File: src/hdl/http_chunked_body_decoder_macros.svh
// ----------------------------------------------------------------------------
// Assertion macros for the chunked body decoder.
// ----------------------------------------------------------------------------
`ifndef HTTP_CHUNKED_BODY_DECODER_MACROS_SVH
`define HTTP_CHUNKED_BODY_DECODER_MACROS_SVH

// The consequent must hold in the same cycle as the antecedent.
`define HCBD_ASSERT_NOW(lbl, clk, rstn, ante, cons, msg) \
    lbl: assert property (@(posedge clk) disable iff (!rstn) (ante) |-> (cons)) \
        else $error(msg);

// The consequent must hold in the cycle after the antecedent.
`define HCBD_ASSERT_NEXT(lbl, clk, rstn, ante, cons, msg) \
    lbl: assert property (@(posedge clk) disable iff (!rstn) (ante) |=> (cons)) \
        else $error(msg);

`endif

File: src/hdl/hcbd_pkg.sv
`timescale 1ns / 1ps
// ----------------------------------------------------------------------------
// hcbd_pkg
// Shared types, codes and helpers for the chunked body decoder.
// ----------------------------------------------------------------------------
package hcbd_pkg;

    // Width of the chunk size accumulator.
    localparam int SIZE_BITS = 32;

    // Depth of the queue between front and back, and of the result queue.
    localparam int Q_DEPTH = 2;
    localparam int Q_PTR_W = (Q_DEPTH > 1) ? $clog2(Q_DEPTH) : 1;
    localparam int Q_CNT_W = $clog2(Q_DEPTH + 1);

    // Line end characters.
    localparam logic [7:0] CH_CR = 8'h0D;
    localparam logic [7:0] CH_LF = 8'h0A;

    // Parser phases.
    localparam logic [2:0] PH_SIZE    = 3'd0;
    localparam logic [2:0] PH_SIZE_LF = 3'd1;
    localparam logic [2:0] PH_DATA    = 3'd2;
    localparam logic [2:0] PH_DATA_CR = 3'd3;
    localparam logic [2:0] PH_DATA_LF = 3'd4;
    localparam logic [2:0] PH_DONE    = 3'd5;
    localparam logic [2:0] PH_ERROR   = 3'd6;

    // Status codes on the result.
    localparam logic [2:0] ST_RUN      = 3'd0;
    localparam logic [2:0] ST_DONE     = 3'd1;
    localparam logic [2:0] ST_BAD_SIZE = 3'd2;
    localparam logic [2:0] ST_NO_CRLF  = 3'd3;
    localparam logic [2:0] ST_OVERFLOW = 3'd4;

    // One classified body byte as it travels from front to back.
    typedef struct packed {
        logic [7:0] raw;
        logic       is_hex;
        logic [3:0] hex_val;
        logic       is_cr;
        logic       is_lf;
    } class_t;

    // One result item.
    typedef struct packed {
        logic [7:0] out_byte;
        logic       out_valid;
        logic [2:0] status;
    } result_t;

    // Classify a byte: hex digit value and line end flags.
    function automatic class_t classify(input logic [7:0] c);
        class_t r;
        r.raw     = c;
        r.is_hex  = 1'b0;
        r.hex_val = 4'd0;
        r.is_cr   = (c == CH_CR);
        r.is_lf   = (c == CH_LF);
        if (c >= 8'h30 && c <= 8'h39)
        begin
            r.is_hex  = 1'b1;
            r.hex_val = c[3:0];
        end
        else if ((c >= 8'h61 && c <= 8'h66) || (c >= 8'h41 && c <= 8'h46))
        begin
            // Letters a-f and A-F share their low nibble 1..6.
            r.is_hex  = 1'b1;
            r.hex_val = c[3:0] + 4'd9;
        end
        return r;
    endfunction

endpackage

File: src/hdl/hcbd_front.sv
`timescale 1ns / 1ps
// ----------------------------------------------------------------------------
// hcbd_front
// Accepts body bytes, classifies them and queues them for the parser.
// ----------------------------------------------------------------------------
`include "http_chunked_body_decoder_macros.svh"

module hcbd_front
(
    input  logic                clk,
    input  logic                rst_n,
    input  logic                push,
    output logic                full,
    input  logic [7:0]          in_byte,
    output logic                item_valid,
    output hcbd_pkg::class_t    item,
    input  logic                item_take
);

    hcbd_pkg::class_t                  q_mem_reg [hcbd_pkg::Q_DEPTH];
    logic [hcbd_pkg::Q_PTR_W-1:0]      wr_ptr_reg;
    logic [hcbd_pkg::Q_PTR_W-1:0]      wr_ptr_next;
    logic [hcbd_pkg::Q_PTR_W-1:0]      rd_ptr_reg;
    logic [hcbd_pkg::Q_PTR_W-1:0]      rd_ptr_next;
    logic [hcbd_pkg::Q_CNT_W-1:0]      count_reg;
    logic [hcbd_pkg::Q_CNT_W-1:0]      count_next;
    logic                              wr_en;
    logic                              rd_en;

    // Queue status toward both sides.
    assign full       = (count_reg == hcbd_pkg::Q_CNT_W'(hcbd_pkg::Q_DEPTH));
    assign item_valid = (count_reg != '0);
    assign item       = q_mem_reg[rd_ptr_reg];
    assign wr_en      = push && !full;
    assign rd_en      = item_take && item_valid;

    // Pointer and fill count updates.
    always_comb
    begin
        wr_ptr_next = wr_ptr_reg;
        rd_ptr_next = rd_ptr_reg;
        count_next  = count_reg;
        if (wr_en)
        begin
            if (wr_ptr_reg == hcbd_pkg::Q_PTR_W'(hcbd_pkg::Q_DEPTH - 1))
                wr_ptr_next = '0;
            else
                wr_ptr_next = wr_ptr_reg + 1'b1;
        end
        if (rd_en)
        begin
            if (rd_ptr_reg == hcbd_pkg::Q_PTR_W'(hcbd_pkg::Q_DEPTH - 1))
                rd_ptr_next = '0;
            else
                rd_ptr_next = rd_ptr_reg + 1'b1;
        end
        if (wr_en && !rd_en)
            count_next = count_reg + 1'b1;
        else if (rd_en && !wr_en)
            count_next = count_reg - 1'b1;
    end

    // Control registers.
    always_ff @(posedge clk or negedge rst_n)
    begin
        if (!rst_n)
        begin
            wr_ptr_reg <= '0;
            rd_ptr_reg <= '0;
            count_reg  <= '0;
        end
        else
        begin
            wr_ptr_reg <= wr_ptr_next;
            rd_ptr_reg <= rd_ptr_next;
            count_reg  <= count_next;
        end
    end

    // Classified byte storage.
    always_ff @(posedge clk)
    begin
        if (wr_en)
            q_mem_reg[wr_ptr_reg] <= hcbd_pkg::classify(in_byte);
    end

    // Checks.
    `HCBD_ASSERT_NOW(a_front_count_bound, clk, rst_n, 1'b1,
        count_reg <= hcbd_pkg::Q_CNT_W'(hcbd_pkg::Q_DEPTH), "front queue overfilled")
    `HCBD_ASSERT_NEXT(a_front_count_step, clk, rst_n, wr_en && !rd_en,
        count_reg == $past(count_reg) + 1'b1, "front queue count missed a transfer")
    `HCBD_ASSERT_NEXT(a_front_count_drop, clk, rst_n, rd_en && !wr_en,
        count_reg == $past(count_reg) - 1'b1, "front queue count missed a take")

endmodule

File: src/hdl/hcbd_back.sv
`timescale 1ns / 1ps
// ----------------------------------------------------------------------------
// hcbd_back
// Runs the chunk parser on classified bytes and queues the results.
// ----------------------------------------------------------------------------
`include "http_chunked_body_decoder_macros.svh"

module hcbd_back
(
    input  logic                clk,
    input  logic                rst_n,
    input  logic                item_valid,
    input  hcbd_pkg::class_t    item,
    output logic                item_take,
    output logic                empty,
    input  logic                pop,
    output hcbd_pkg::result_t   head
);

    logic [2:0]                        phase_reg;
    logic [2:0]                        phase_next;
    logic [hcbd_pkg::SIZE_BITS-1:0]    bytes_left_reg;
    logic [hcbd_pkg::SIZE_BITS-1:0]    bytes_left_next;
    logic [hcbd_pkg::SIZE_BITS-1:0]    bytes_dec;
    logic                              digit_seen_reg;
    logic                              digit_seen_next;
    logic [2:0]                        error_code_reg;
    logic [2:0]                        error_code_next;
    hcbd_pkg::result_t                 res;

    hcbd_pkg::result_t                 oq_mem_reg [hcbd_pkg::Q_DEPTH];
    logic [hcbd_pkg::Q_PTR_W-1:0]      owr_ptr_reg;
    logic [hcbd_pkg::Q_PTR_W-1:0]      owr_ptr_next;
    logic [hcbd_pkg::Q_PTR_W-1:0]      ord_ptr_reg;
    logic [hcbd_pkg::Q_PTR_W-1:0]      ord_ptr_next;
    logic [hcbd_pkg::Q_CNT_W-1:0]      ocount_reg;
    logic [hcbd_pkg::Q_CNT_W-1:0]      ocount_next;
    logic                              o_full;
    logic                              rd_en;

    // A byte is parsed whenever one is queued and the result queue has room.
    assign o_full    = (ocount_reg == hcbd_pkg::Q_CNT_W'(hcbd_pkg::Q_DEPTH));
    assign item_take = item_valid && !o_full;
    assign empty     = (ocount_reg == '0);
    assign head      = oq_mem_reg[ord_ptr_reg];
    assign rd_en     = pop && !empty;
    assign bytes_dec = bytes_left_reg - 1'b1;

    // Parser next state and result for the byte being taken.
    always_comb
    begin
        phase_next      = phase_reg;
        bytes_left_next = bytes_left_reg;
        digit_seen_next = digit_seen_reg;
        error_code_next = error_code_reg;
        res             = '0;
        if (item_take)
        begin
            case (phase_reg)
                hcbd_pkg::PH_SIZE:
                begin
                    if (!digit_seen_reg && (item.is_cr || item.is_lf))
                    begin
                        // Stray line end before a size line is skipped.
                    end
                    else if (item.is_hex)
                    begin
                        if (bytes_left_reg[hcbd_pkg::SIZE_BITS-1 -: 4] != 4'd0)
                        begin
                            phase_next      = hcbd_pkg::PH_ERROR;
                            error_code_next = hcbd_pkg::ST_OVERFLOW;
                        end
                        else
                        begin
                            bytes_left_next = {bytes_left_reg[hcbd_pkg::SIZE_BITS-5:0],
                                               item.hex_val};
                            digit_seen_next = 1'b1;
                        end
                    end
                    else if (digit_seen_reg && item.is_cr)
                    begin
                        phase_next = hcbd_pkg::PH_SIZE_LF;
                    end
                    else
                    begin
                        phase_next      = hcbd_pkg::PH_ERROR;
                        error_code_next = hcbd_pkg::ST_BAD_SIZE;
                    end
                end
                hcbd_pkg::PH_SIZE_LF:
                begin
                    if (!item.is_lf)
                    begin
                        phase_next      = hcbd_pkg::PH_ERROR;
                        error_code_next = hcbd_pkg::ST_BAD_SIZE;
                    end
                    else if (bytes_left_reg == '0)
                        phase_next = hcbd_pkg::PH_DONE;
                    else
                        phase_next = hcbd_pkg::PH_DATA;
                end
                hcbd_pkg::PH_DATA:
                begin
                    res.out_byte    = item.raw;
                    res.out_valid   = 1'b1;
                    bytes_left_next = bytes_dec;
                    if (bytes_dec == '0)
                        phase_next = hcbd_pkg::PH_DATA_CR;
                end
                hcbd_pkg::PH_DATA_CR:
                begin
                    if (item.is_cr)
                        phase_next = hcbd_pkg::PH_DATA_LF;
                    else
                    begin
                        phase_next      = hcbd_pkg::PH_ERROR;
                        error_code_next = hcbd_pkg::ST_NO_CRLF;
                    end
                end
                hcbd_pkg::PH_DATA_LF:
                begin
                    if (item.is_lf)
                    begin
                        phase_next      = hcbd_pkg::PH_SIZE;
                        digit_seen_next = 1'b0;
                        bytes_left_next = '0;
                    end
                    else
                    begin
                        phase_next      = hcbd_pkg::PH_ERROR;
                        error_code_next = hcbd_pkg::ST_NO_CRLF;
                    end
                end
                hcbd_pkg::PH_DONE:
                begin
                    // End of body reached; the byte is ignored.
                end
                default:
                begin
                    phase_next = hcbd_pkg::PH_ERROR;
                end
            endcase

            // Status follows the phase after this byte.
            if (phase_next == hcbd_pkg::PH_DONE)
                res.status = hcbd_pkg::ST_DONE;
            else if (phase_next == hcbd_pkg::PH_ERROR)
                res.status = error_code_next;
            else
                res.status = hcbd_pkg::ST_RUN;
        end
    end

    // Result queue pointers and fill count.
    always_comb
    begin
        owr_ptr_next = owr_ptr_reg;
        ord_ptr_next = ord_ptr_reg;
        ocount_next  = ocount_reg;
        if (item_take)
        begin
            if (owr_ptr_reg == hcbd_pkg::Q_PTR_W'(hcbd_pkg::Q_DEPTH - 1))
                owr_ptr_next = '0;
            else
                owr_ptr_next = owr_ptr_reg + 1'b1;
        end
        if (rd_en)
        begin
            if (ord_ptr_reg == hcbd_pkg::Q_PTR_W'(hcbd_pkg::Q_DEPTH - 1))
                ord_ptr_next = '0;
            else
                ord_ptr_next = ord_ptr_reg + 1'b1;
        end
        if (item_take && !rd_en)
            ocount_next = ocount_reg + 1'b1;
        else if (rd_en && !item_take)
            ocount_next = ocount_reg - 1'b1;
    end

    // Control registers.
    always_ff @(posedge clk or negedge rst_n)
    begin
        if (!rst_n)
        begin
            phase_reg      <= hcbd_pkg::PH_SIZE;
            bytes_left_reg <= '0;
            digit_seen_reg <= 1'b0;
            error_code_reg <= hcbd_pkg::ST_RUN;
            owr_ptr_reg    <= '0;
            ord_ptr_reg    <= '0;
            ocount_reg     <= '0;
        end
        else
        begin
            phase_reg      <= phase_next;
            bytes_left_reg <= bytes_left_next;
            digit_seen_reg <= digit_seen_next;
            error_code_reg <= error_code_next;
            owr_ptr_reg    <= owr_ptr_next;
            ord_ptr_reg    <= ord_ptr_next;
            ocount_reg     <= ocount_next;
        end
    end

    // Result storage.
    always_ff @(posedge clk)
    begin
        if (item_take)
            oq_mem_reg[owr_ptr_reg] <= res;
    end

    // Checks.
    `HCBD_ASSERT_NEXT(a_done_sticky, clk, rst_n, phase_reg == hcbd_pkg::PH_DONE,
        phase_reg == hcbd_pkg::PH_DONE, "done state was left")
    `HCBD_ASSERT_NEXT(a_error_sticky, clk, rst_n, phase_reg == hcbd_pkg::PH_ERROR,
        phase_reg == hcbd_pkg::PH_ERROR && $stable(error_code_reg),
        "error state or code changed")
    `HCBD_ASSERT_NOW(a_payload_only_in_data, clk, rst_n,
        item_take && phase_reg != hcbd_pkg::PH_DATA, !res.out_valid,
        "payload flagged outside a data phase")

endmodule

File: src/hdl/http_chunked_body_decoder.sv
`timescale 1ns / 1ps
// ----------------------------------------------------------------------------
// http_chunked_body_decoder
// Bytewise decoder for a chunked HTTP message body.
// ----------------------------------------------------------------------------
// Usage:
//   Body bytes enter on in_byte; a transfer happens at a clock edge with push
//   high and full low. Each input byte yields exactly one result, in order,
//   on out_byte, out_valid and status; the oldest result is shown while empty
//   is low and is transferred at an edge with pop high and empty low.
//   out_valid marks payload bytes; status reports running, done or the error
//   class, and done and errors hold until reset.
//   Path: a transferred byte is classified into the front queue, then parsed
//   into the result queue once that has room, and shown from then on; empty
//   falls once the result is written.
//   Throughput: one byte per cycle while the receiver keeps popping; the
//   parser update (size accumulate or payload count-down) is combinational.
//   Reset clears both queues and returns the parser to waiting for a size
//   line. When the receiver stops popping, the two-entry result queue fills,
//   the parser stops, the two-entry front queue fills, and full rises.
// ----------------------------------------------------------------------------
module http_chunked_body_decoder
(
    input  logic        clk,
    input  logic        rst_n,
    input  logic        push,
    output logic        full,
    input  logic [7:0]  in_byte,
    output logic        empty,
    input  logic        pop,
    output logic [7:0]  out_byte,
    output logic        out_valid,
    output logic [2:0]  status
);

    logic               item_valid;
    logic               item_take;
    hcbd_pkg::class_t   item;
    hcbd_pkg::result_t  head;

    // Front: input transfer, classification and queueing.
    hcbd_front u_front
    (
        .clk        (clk),
        .rst_n      (rst_n),
        .push       (push),
        .full       (full),
        .in_byte    (in_byte),
        .item_valid (item_valid),
        .item       (item),
        .item_take  (item_take)
    );

    // Back: chunk parser and result queue.
    hcbd_back u_back
    (
        .clk        (clk),
        .rst_n      (rst_n),
        .item_valid (item_valid),
        .item       (item),
        .item_take  (item_take),
        .empty      (empty),
        .pop        (pop),
        .head       (head)
    );

    // Result fields onto their ports.
    assign out_byte  = head.out_byte;
    assign out_valid = head.out_valid;
    assign status    = head.status;

endmodule

File: config.mk
export PLATFORM = sky130hd
export DESIGN_NAME = http_chunked_body_decoder
export DESIGN_NICKNAME = d
export VERILOG_FILES = /design/src/hdl/hcbd_pkg.sv /design/src/hdl/hcbd_front.sv /design/src/hdl/hcbd_back.sv /design/src/hdl/http_chunked_body_decoder.sv
export VERILOG_INCLUDE_DIRS = /design/src /design/src/hdl
export SDC_FILE = /design/constraint.sdc
export NUM_CORES = 1
export LEC_CHECK = 0
export BUFFER_PORTS_ARGS = -buffer_cell sky130_fd_sc_hd__buf_2
export CAP_MARGIN = 20
export CORE_MARGIN = 8
export CORE_UTILIZATION = 55
export DETAILED_ROUTE_END_ITERATION = 10
export PLACE_DENSITY_LB_ADDON = 0.15
export SYNTH_ARGS = -nofsm -noshare
export SYNTH_HDL_FRONTEND = slang
export SYNTH_SLANG_ARGS = --single-unit
File: constraint.sdc
create_clock -name clk -period 2.4 [get_ports clk]
set_input_delay 0.48 -clock clk [delete_from_list [all_inputs] [get_ports clk]]
set_output_delay 0.48 -clock clk [all_outputs]
set_load 0.02 [all_outputs]
==> results.txt, run 1 <==
Synth top area share: 0.282
Yosys warning count: 0
Crit-path slowest cell: or4_1
Ranking of synthesized cells by area: edfxtp_1 28%, dfrtp_1 20%, o21ai_0 5.6%
Top delay family on crit path: simple AND/OR/NAND/NOR gates
Synth-to-Final Area Change: 15.4%
Post-synth top flop: edfxtp_1
Number of cells on the critical path: 7
Largest register FFs: 32
Clk buf depth: 2
Element type at the critical path start: register
First-pass GRT wire length: 23,900 µm
Sequential Area: 0.00280 mm²
Routed wire length: 14,600 µm
Outcome: finished clean
Post-route ant nets: 0
Area occupied by multi-input gates: 0.00274 mm²
Cell mode on critical path: nor2_1
Critical path's largest stage delay: 610 ps
GRT Residual Overflow: 0
Pins Over Slew Limit: 0
Worst-path fanout max: 7
Synth area leader: edfxtp_1
Top Metal Used: met4
CTS Root Cell: clkbuf_8
Relative slew slack: 0.336
Antenna diodes: 0
P_sw: 0.00460 W
Synth Area in Adders: 0.0174
Final Setup Violations: 0
Post-synth EDFFs: 54
H-tree depth: 3
Max Freq: 432 MHz
Critical path class: reg2reg
Nets: 661
Post-synthesis sequential area ratio: 0.486
CTS Buf Count: 9
Drt initial violations: 549
Worst setup EP type: register
FF-to-FF path depth: 7
Critical path buffers and inverters: 0
Post-Route M1 WL: 6740 µm
Mux contribution to synthesized area: 0.0550
Final Hold Fails: 0
Post-route core utilization: 0.650
Pleak: 2.64 nW
Crit path cell chain: or4_1, nor2_1, a211oi_1, a211o_1, a21o_1, a22oi_1, nor2_1
WL met3: 854 µm
HP Class: in2async
Placeable core area: 0.0102 mm²
Synthesis-stage register bit count: 101
Final Cycle Share: 0.965
Total Power: 0.00991 W
Drt wl/cell: 18.7 µm
Clock-pin slew on the worst setup and hold paths: 110 ps
Post-Syn Area: 0.00576 mm²
Cell count after synthesis: 574
Worst skew pair latency: 390 ps
Critical path required time: 2540 ps
Worst setup endpoint: u_back.oq_mem_reg[1][0]
RR Startpoint: u_back.bytes_left_reg[29]
XOR/XNOR Fraction of Synth Area: 0.0243
Via count: 4,829
Synth Area in Simple Gates: 0.190
Chip height: 118 µm
Pwr Density: 1490 mW/mm²
Pre-Repair DR Iteration Count: 5
DRC viols: 0
IO Pins: 26
Worst slew pin tran: 993 ps
Worst Setup SP: u_back.bytes_left_reg[29]
Vias in the first global route: 4,678
Syn Area/Cell: 10.0 µm²
Max-cap viol count: 0
Setup slack at placement: -73.6 ps
RR Endpoint: u_back.oq_mem_reg[1][0]
Met2 WL: 6760 µm
FP Rows: 37
Clock sinks: 101
Internal power: 0.00531 W
Non-Filler Instances: 782
Clock group share of total power: 0.107
IO buf count: 25
Largest net degree at the start of global routing: 42
R2R Setup Slk: 80 ps
Compound-Gate Fraction of Synth Area: 0.179
Clk_skew: 9.84 ps
Layout cells sized above 1: 0.243
# fillers: 865
Die X-Extent: 118 µm
VDD IR-drop max: 0.868 mV
Syn nets: 594
Post-synth cell types: 73
Switch share: 0.464
Largest family of logic cells by synthesized area: simple AND/OR/NAND/NOR gates
WHS: 60.4 ps
Worst Path Arrival: 2460 ps
Vias per cell: 6.18
Initial Util: 0.563
Initial antenna violation count: 0
Hold Buf Count CTS: 0
Period minus WS final: 2320 ps
FFs w/ async S/R, synth: 0.465
Placed wire-length estimate: 10,500 µm
Total Die Area: 0.0140 mm²
RSZ-0062 raised after global routing: yes
Setup ws final: 83.8 ps
Flop pwr share: 0.322
Combinational power share: 0.571
Placer Congestion: 0.984
Dpl cells: 758
GRT Total Usage: 0.211
CTS tree: yes
power groups by stage:
| stage | Clock (W) | Sequential, W | Combinational, W |
|---|---|---|---|
| 2_1_floorplan | 0 | 0.00295 | 0.00386 |
| 3_3_place_gp | 0 | 0.00317 | 0.00535 |
| 3_5_place_dp | 0 | 0.00321 | 0.00545 |
| 4_1_cts | 0.00109 | 0.00317 | 0.00552 |
| 5_1_grt | 0.00114 | 0.00327 | 0.00617 |
| 6_report | 0.00106 | 0.00319 | 0.00566 |
worst register-to-register path: stages (launching register included):
cell and delay (ps):
dfrtp_1 480, or4_1 610, nor2_1 160, a211oi_1 90, a211o_1 300, a21o_1 180
a22oi_1 160, nor2_1 80
metal layers:
layer  track usage  vias up
met5             0        -
met4        0.0608        0
met3        0.0485       28
met2         0.329      151
met1         0.286     2365
li1              -     2285
placed cells by master (no fill, tap or decap), types with 6 or more instances in the layout:
master / n
a21oi_1: 23
a22oi_1: 14
buf_2: 25
buf_4: 63
clkbuf_8: 9
dfrtp_1: 44
edfxtp_1: 54
ha_1: 7
inv_1: 22
mux2_2: 13
mux2i_1: 17
nand2_1: 51
nand2b_1: 6
nand3_1: 7
nor2_1: 53
nor3_1: 20
nor3_2: 7
nor4_1: 8
o21ai_0: 64
o22ai_1: 11
xnor2_1: 9
xor2_1: 7
through the flow:
step,area [µm²],setup TNS (ps)
5_1_grt,6650,-27.3
3_5_place_dp,6330,-73.6
2_1_floorplan,5760,0
6_report,6650,0
4_1_cts,6550,0
3_3_place_gp,6330,-76.0
area by class of cell:
class                      count  share of cell area
sequential                   101               0.422
multi-input combinational    416               0.413
timing repair buffer          91              0.0990
tap                          136              0.0256
clock buffer                   9              0.0186
inverter                      22              0.0124
clock inverter                 7             0.00998
synth_stat cells (7+ instances only):
library cell  count
nor3_1           24
mux2i_1          17
nor4_1           10
edfxtp_1         54
xor2_1            7
clkbuf_1         19
a21oi_1          23
a22oi_1          14
o22ai_1          11
xnor2_1           9
ha_1              8
nand2_1          52
dfrtp_1          47
o21ai_0          64
inv_1            22
mux2_2           13
nor2_1           53
nand3_1           7
worst min-delay path by stage:
stage                                  start                        end  slack (ps)  depth (start not counted)
finish                                 rst_n  u_back.bytes_left_reg[21]          60                          2
floorplan                              rst_n   u_back.bytes_left_reg[0]         180                          0
global route                           rst_n  u_back.bytes_left_reg[14]          70                          2
CTS                                    rst_n  u_back.bytes_left_reg[16]          50                          2
global placement    u_back.error_code_reg[0]   u_back.error_code_reg[0]         460                          1
detailed placement  u_back.error_code_reg[0]   u_back.error_code_reg[0]         470                          1
cell families (layout without fill, tap and decap cells):
kind of cell / after synthesis / after routing
AO/OA/AOI/OAI: 162 / 162
XOR/XNOR: 16 / 16
adder cells (fa/ha/maj): 8 / 8
buffers and inverters: 57 / 129
flip-flops: 101 / 101
multiplexers: 30 / 30
AND/OR/NAND/NOR: 200 / 200
what timing repair did:
| item | 4_1_cts | 5_1_grt |
|---|---|---|
| setup endpoints to repair | 1 | 5 |
| resized for setup | 2 | 13 |
| buffers inserted | 2 | 6 |
| pin swaps | 0 | 7 |
No activity file was read; power rests on OpenSTA's default activity.
==> run 2: changes to the inputs <==
--- a/config.mk
+++ b/config.mk
@@ -11,7 +11,8 @@
 export CORE_MARGIN = 8
 export CORE_UTILIZATION = 55
 export DETAILED_ROUTE_END_ITERATION = 10
-export PLACE_DENSITY_LB_ADDON = 0.15
+export PLACE_DENSITY = 0.75
+export RECOVER_POWER = 50
 export SYNTH_ARGS = -nofsm -noshare
 export SYNTH_HDL_FRONTEND = slang
 export SYNTH_SLANG_ARGS = --single-unit
==> constraint.sdc (replaced) <==
create_clock -name clk -period 2.4 [get_ports clk]
set_input_delay 0.12 -clock clk [delete_from_list [all_inputs] [get_ports clk]]
set_output_delay 0.12 -clock clk [all_outputs]
set_load 0.02 [all_outputs]
==> run 2 against run 1 <==
Compared with the run above: combinational power barely moved; clock skew rose by 3.3 ps; clock power fell by 5%; sequential cell count did not move; first-iteration DRC count fell by 4.6%; clock-buffer cell count rose by 1; maximum frequency rose by 1.4%; sequential share of layout area rose by 0.10 points; power fell by 0.45%; highest routed layer unchanged.
==> results.txt, run 2 (same netlist as run 1, synthesis figures left out) <==
FP Rows: 37 (unchanged)
R2R Setup Slk: 120 ps (was 80 ps)
GRT Residual Overflow: 0 (unchanged)
GRT Total Usage: 0.212 (was 0.211)
Nets: 665 (was 661)
Element type at the critical path start: register (unchanged)
Combinational power share: 0.571 (about the same)
P_sw: 0.00457 W (was 0.00460 W)
Max Freq: 438 MHz (was 432 MHz)
Initial Util: 0.563 (unchanged)
WL met3: 1040 µm (was 854 µm)
Clk_skew: 13.2 ps (was 9.84 ps)
Final Hold Fails: 0 (unchanged)
Internal power: 0.00530 W (was 0.00531 W)
VDD IR-drop max: 0.791 mV (was 0.868 mV)
Non-Filler Instances: 787 (was 782)
Layout cells sized above 1: 0.203 (was 0.243)
Largest register FFs: 32 (unchanged)
Top Metal Used: met4 (unchanged)
Vias per cell: 6.13 (was 6.18)
RR Startpoint: u_back.bytes_left_reg[0] (was u_back.bytes_left_reg[29])
CTS tree: yes (unchanged)
Setup ws final: 115 ps (was 83.8 ps)
Worst-path fanout max: 5 (was 7)
Outcome: finished clean (unchanged)
Critical path required time: 2720 ps (was 2540 ps)
Vias in the first global route: 4,591 (was 4,678)
Pre-Repair DR Iteration Count: 5 (unchanged)
RSZ-0062 raised after global routing: yes (unchanged)
Commonest non-fill, non-tap cell in the layout: o21ai_0 (unchanged)
First-pass GRT wire length: 24,000 µm (was 23,900 µm)
Routed wire length: 14,700 µm (was 14,600 µm)
Max-cap viol count: 0 (unchanged)
HP Class: in2reg (was in2async)
WHS: 55.5 ps (was 60.4 ps)
Drt wl/cell: 18.7 µm (about the same)
Pins Over Slew Limit: 0 (unchanged)
Placer Congestion: 0.969 (was 0.984)
Met2 WL: 6700 µm (was 6760 µm)
Pleak: 2.60 nW (was 2.64 nW)
RR Endpoint: u_back.phase_reg[0] (was u_back.oq_mem_reg[1][0])
Worst slew pin tran: 906 ps (was 993 ps)
IO Pins: 26 (unchanged)
Pwr Density: 1490 mW/mm² (about the same)
CTS Buf Count: 9 (unchanged)
Worst Path Arrival: 2600 ps (was 2460 ps)
HP Start: push
Post-Route M1 WL: 6720 µm (was 6740 µm)
H-tree depth: 3 (unchanged)
CTS Root Cell: clkbuf_8 (unchanged)
Period minus WS final: 2280 ps (was 2320 ps)
DRC viols: 0 (unchanged)
Clock sinks: 101 (unchanged)
Die X-Extent: 118 µm (unchanged)
Via count: 4,822 (was 4,829)
FF-to-FF path depth: 9 (was 7)
Clock group share of total power: 0.103 (was 0.107)
Post-route ant nets: 0 (unchanged)
Initial antenna violation count: 1 (was 0)
Clock-pin slew on the worst setup and hold paths: 100 ps (was 110 ps)
Switch share: 0.463 (was 0.464)
Final Setup Violations: 0 (unchanged)
Drt initial violations: 524 (was 549)
Worst Hold End: u_front.wr_ptr_reg
Placeable core area: 0.0102 mm² (unchanged)
Synth-to-Final Area Change: 14.9% (was 15.4%)
Post-route core utilization: 0.647 (was 0.650)
Flop pwr share: 0.327 (was 0.322)
Critical path class: reg2reg (unchanged)
Placed wire-length estimate: 10,400 µm (was 10,500 µm)
Worst setup EP type: register (unchanged)
Dpl cells: 756 (was 758)
Relative slew slack: 0.396 (was 0.336)
Chip height: 118 µm (unchanged)
IO buf count: 25 (unchanged)
Total Die Area: 0.0140 mm² (unchanged)
Final Cycle Share: 0.952 (was 0.965)
Setup TNS: 0 ps (unchanged)
Clk buf depth: 2 (unchanged)
Worst skew pair latency: 390 ps (about the same)
Hold path cells: 3
Commonest non-fill, non-tap cells in the layout: 64 x o21ai_0, 56 x buf_4, 54 x edfxtp_1, 52 x nor2_1, 51 x nand2_1 (was 64 x o21ai_0, 63 x buf_4, 54 x edfxtp_1, 53 x nor2_1, 51 x nand2_1)
Setup slack at placement: 148 ps (was -73.6 ps)
Largest net degree at the start of global routing: 37 (was 42)
run 2: cell count changes in the layout (fill, tap and decap cells not counted), moves of 2 or more:
cell and delta:
dfrtp_1 +3, buf_4 -7, nor3_1 +2, buf_2 -11
dlygate4sd3_1 +8, clkbuf_1 +15, dfrtp_2 -3, inv_8 -2
run 2: worst max-delay path by stage:
stage	start	endpoint	slack [ps]	depth (start not counted)
final	u_back.bytes_left_reg[0]	u_back.phase_reg[0]	120	9
after global routing	u_back.bytes_left_reg[1]	u_back.oq_mem_reg[1][0]	-30	9
after CTS	u_back.bytes_left_reg[23]	u_back.oq_mem_reg[1][1]	120	8
after detailed placement	u_back.bytes_left_reg[23]	u_back.oq_mem_reg[0][1]	150	8
after global placement	u_front.rd_ptr_reg	u_back.oq_mem_reg[0][0]	160	7
after floorplan	u_back.bytes_left_reg[0]	u_back.oq_mem_reg[0][0]	30	10
run 2: final cells by class:
| cell class | count | area [µm²] |
|---|---|---|
| well taps | 136 | 170 |
| diodes | 1 | 2.50 |
| multi-input cells | 416 | 2720 |
| clock inverters | 6 | 47.5 |
| clock buffers | 10 | 128 |
| inverters | 22 | 82.6 |
| fillers | 827 | 3610 |
| flip-flops and latches | 101 | 2800 |
| repair buffers | 95 | 668 |
run 2: worst max-delay path, stage by stage (launching register included):
cell,delay [ps]
dfrtp_1,390
inv_1,70
ha_1,190
or4b_4,540
a2111oi_4,330
a31oi_1,70
o32ai_1,140
and4b_1,270
nand4_1,100
a21oi_1,140
run 2: per-stage QoR:
step / power, W / cell area, µm²
final: 0.00987 / 6620
after global routing: 0.0106 / 6620
after CTS: 0.00969 / 6560
after detailed placement: 0.00866 / 6310
after global placement: 0.00852 / 6310
after floorplan: 0.00681 / 5760
run 2: repair_timing:
action / CTS / global route
endpoints found under the setup margin: 0 / 7
resized for setup: 0 / 8
endpoints found under the hold margin: 27 / 0
buffers inserted: 0 / 5
hold buffers: 8 / 0
run 2: metal layers:
layer | GRT usage | vias to the layer above
li1 | - | 2283
met5 | 0 | -
met4 | 0.0641 | 0
met1 | 0.301 | 2333
met3 | 0.0438 | 18
met2 | 0.318 | 188
run 2: power groups by stage:
stage | registers (W) | logic [W] | clock network, W
after global routing | 0.00331 | 0.00614 | 0.00112
after CTS | 0.00320 | 0.00545 | 0.00104
final | 0.00322 | 0.00563 | 0.00101
after global placement | 0.00320 | 0.00532 | 0
after detailed placement | 0.00323 | 0.00543 | 0
after floorplan | 0.00295 | 0.00386 | 0
==> run 3: changes to the inputs <==
--- a/config.mk
+++ b/config.mk
@@ -10,9 +10,11 @@
 export CAP_MARGIN = 20
 export CORE_MARGIN = 8
 export CORE_UTILIZATION = 55
+export CTS_BUF_LIST = sky130_fd_sc_hd__clkbuf_4 sky130_fd_sc_hd__clkbuf_8 sky130_fd_sc_hd__clkbuf_16
 export DETAILED_ROUTE_END_ITERATION = 10
 export PLACE_DENSITY = 0.75
 export RECOVER_POWER = 50
+export REMOVE_ABC_BUFFERS = 1
 export SYNTH_ARGS = -nofsm -noshare
 export SYNTH_HDL_FRONTEND = slang
 export SYNTH_SLANG_ARGS = --single-unit
==> run 3 against run 2 <==
Compared with the run above: sequential share of layout area about the same; maximum frequency hardly changed; global-route usage shrank 1.5 points; die area unchanged; critical path depth unchanged; wire length down 6.1%; cell count down 1.5%; power increased by 0.18%; via count shrank 2.2%; clock power rose by 17%; sequential cell count unchanged; clock skew down 5.9 ps; critical path type unchanged; critical endpoint unchanged; highest routed layer unchanged.
==> results.txt, run 3 (same netlist as run 1, synthesis figures left out) <==
First-pass GRT wire length: 22,400 µm (was 24,000 µm)
# fillers: 834 (was 827)
Antenna diodes: 0 (was 1)
Setup slack at placement: 25.2 ps (was 148 ps)
Initial Util: 0.563 (unchanged)
Clk buf depth: 2 (unchanged)
Largest net degree at the start of global routing: 48 (was 37)
Pleak: 2.59 nW (was 2.60 nW)
Worst setup EP type: register (unchanged)
FP Rows: 37 (unchanged)
Placeable core area: 0.0102 mm² (unchanged)
Period minus WS final: 2290 ps (was 2280 ps)
Placed wire-length estimate: 9530 µm (was 10,400 µm)
Clock sinks: 101 (unchanged)
Max Freq: 437 MHz (was 438 MHz)
Critical path required time: 2720 ps (about the same)
Worst skew pair latency: 390 ps (about the same)
Critical path class: reg2reg (unchanged)
Vias in the first global route: 4,486 (was 4,591)
Layout cells sized above 1: 0.208 (was 0.203)
DRC viols: 0 (unchanged)
Relative slew slack: 0.182 (was 0.396)
HP Class: in2reg (unchanged)
GRT Residual Overflow: 0 (unchanged)
Hold path cells: 3 (unchanged)
Final Hold Fails: 0 (unchanged)
RR Endpoint: u_back.phase_reg[0] (unchanged)
Vias per cell: 6.09 (was 6.13)
Pre-Repair DR Iteration Count: 5 (unchanged)
Total Power: 0.00989 W (was 0.00987 W)
Chip height: 118 µm (unchanged)
Post-route core utilization: 0.649 (was 0.647)
Placer Congestion: 0.891 (was 0.969)
Pins Over Slew Limit: 0 (unchanged)
Largest register FFs: 32 (unchanged)
Initial antenna violation count: 0 (was 1)
H-tree depth: 3 (unchanged)
Post-route ant nets: 0 (unchanged)
Max-cap viol count: 0 (unchanged)
Drt initial violations: 432 (was 524)
Drt wl/cell: 17.8 µm (was 18.7 µm)
Synth-to-Final Area Change: 15.3% (was 14.9%)
FF-to-FF path depth: 9 (unchanged)
Die X-Extent: 118 µm (unchanged)
HP Start: push (unchanged)
Pwr Density: 1490 mW/mm² (about the same)
Outcome: finished clean (unchanged)
Final Cycle Share: 0.953 (was 0.952)
Routed wire length: 13,800 µm (was 14,700 µm)
IO Pins: 26 (unchanged)
VDD IR-drop max: 0.861 mV (was 0.791 mV)
RR Startpoint: u_back.bytes_left_reg[0] (unchanged)
R2R Setup Slk: 110 ps (was 120 ps)
Nets: 654 (was 665)
Worst-path fanout max: 6 (was 5)
Commonest non-fill, non-tap cell in the layout: o21ai_0 (unchanged)
GRT Total Usage: 0.197 (was 0.212)
Worst Path Arrival: 2600 ps (about the same)
Clock-pin slew on the worst setup and hold paths: 110 ps (was 100 ps)
Total Die Area: 0.0140 mm² (unchanged)
WHS: 34.2 ps (was 55.5 ps)
Setup ws final: 113 ps (was 115 ps)
Worst slew pin tran: 1230 ps (was 906 ps)
Worst Hold End: u_front.wr_ptr_reg (unchanged)
CTS Root Cell: clkbuf_8 (unchanged)
Placed cell areas: 0.00624 mm² (was 0.00631 mm²)
Via count: 4,717 (was 4,822)
Finished Cell Area: 0.00664 mm² (was 0.00662 mm²)
CTS tree: yes (unchanged)
IO buf count: 25 (unchanged)
Commonest non-fill, non-tap cells in the layout: 64 x o21ai_0, 54 x edfxtp_1, 53 x nor2_1, 50 x nand2_1, 46 x buf_4 (was 64 x o21ai_0, 56 x buf_4, 54 x edfxtp_1, 52 x nor2_1, 51 x nand2_1)
Clk_skew: 7.31 ps (was 13.2 ps)
CTS Buf Count: 9 (unchanged)
Final Setup Violations: 0 (unchanged)
Element type at the critical path start: register (unchanged)
-- run 3: cell count changes in the layout (fill, tap and decap cells not counted), moves of 3 or more --
cell / change
buf_4: -10
clkbuf_1: -4
dfrtp_1: -4
dfrtp_2: +4
inv_8: +3
nor3_4: +3
-- run 3: repair_timing --
action / 4_1_cts / 5_1_grt
resized for setup: 2 / 19
pin swaps: 1 / 2
hold buffers: 8 / 0
buffers inserted: 1 / 4
endpoints found under the hold margin: 61 / 0
endpoints found under the setup margin: 3 / 9
-- run 3: cell type report --
type	instances	area [µm²]	share of cell area
timing repair buffer	84	607	0.0914
tap	136	170	0.0256
clock inverter	7	91.3	0.0138
clock buffer	9	124	0.0187
sequential	101	2800	0.422
multi-input combinational	416	2760	0.416
inverter	22	82.6	0.0124
-- run 3: worst max path at each step --
stage,startpoint,to
final,u_back.bytes_left_reg[0],u_back.phase_reg[0]
after global routing,u_back.bytes_left_reg[0],u_back.oq_mem_reg[1][0]
after CTS,u_back.bytes_left_reg[7],u_back.phase_reg[0]
after detailed placement,u_back.bytes_left_reg[7],u_back.phase_reg[0]
after global placement,u_back.bytes_left_reg[7],u_back.phase_reg[0]
after floorplan,u_front.rd_ptr_reg,u_back.bytes_left_reg[2]
-- run 3: worst max-delay path, cell delays in order (launching register included) --
cell	delay, ps
dfrtp_1	400
inv_2	80
ha_4	160
or4b_4	530
a2111oi_4	330
a31oi_1	70
o32ai_1	120
and4b_1	260
nand4_1	110
a21oi_1	150
-- run 3: report_power, final --
part | switching (W) | total [W] | internal (W)
combinational | 0.00321 | 0.00545 | 0.00225
sequential | 0.000645 | 0.00325 | 0.00261
clock | 0.000668 | 0.00118 | 0.000515
-- run 3: stage by stage --
| step | TNS, ps | cells |
|---|---|---|
| floorplan | -5940 | 539 |
| detailed placement | 0 | 746 |
| finish | 0 | 775 |
| CTS | 0 | 771 |
| global route | -2.79 | 775 |
| global placement | 0 | 746 |
-- run 3: per-layer routing --
metal / GRT usage / vias up / share of wire
met5: 0 / - / 0
met4: 0.0689 / 0 / 0.014
met3: 0.0471 / 19 / 0.061
met2: 0.329 / 173 / 0.50
met1: 0.244 / 2266 / 0.42
li1: - / 2259 / -
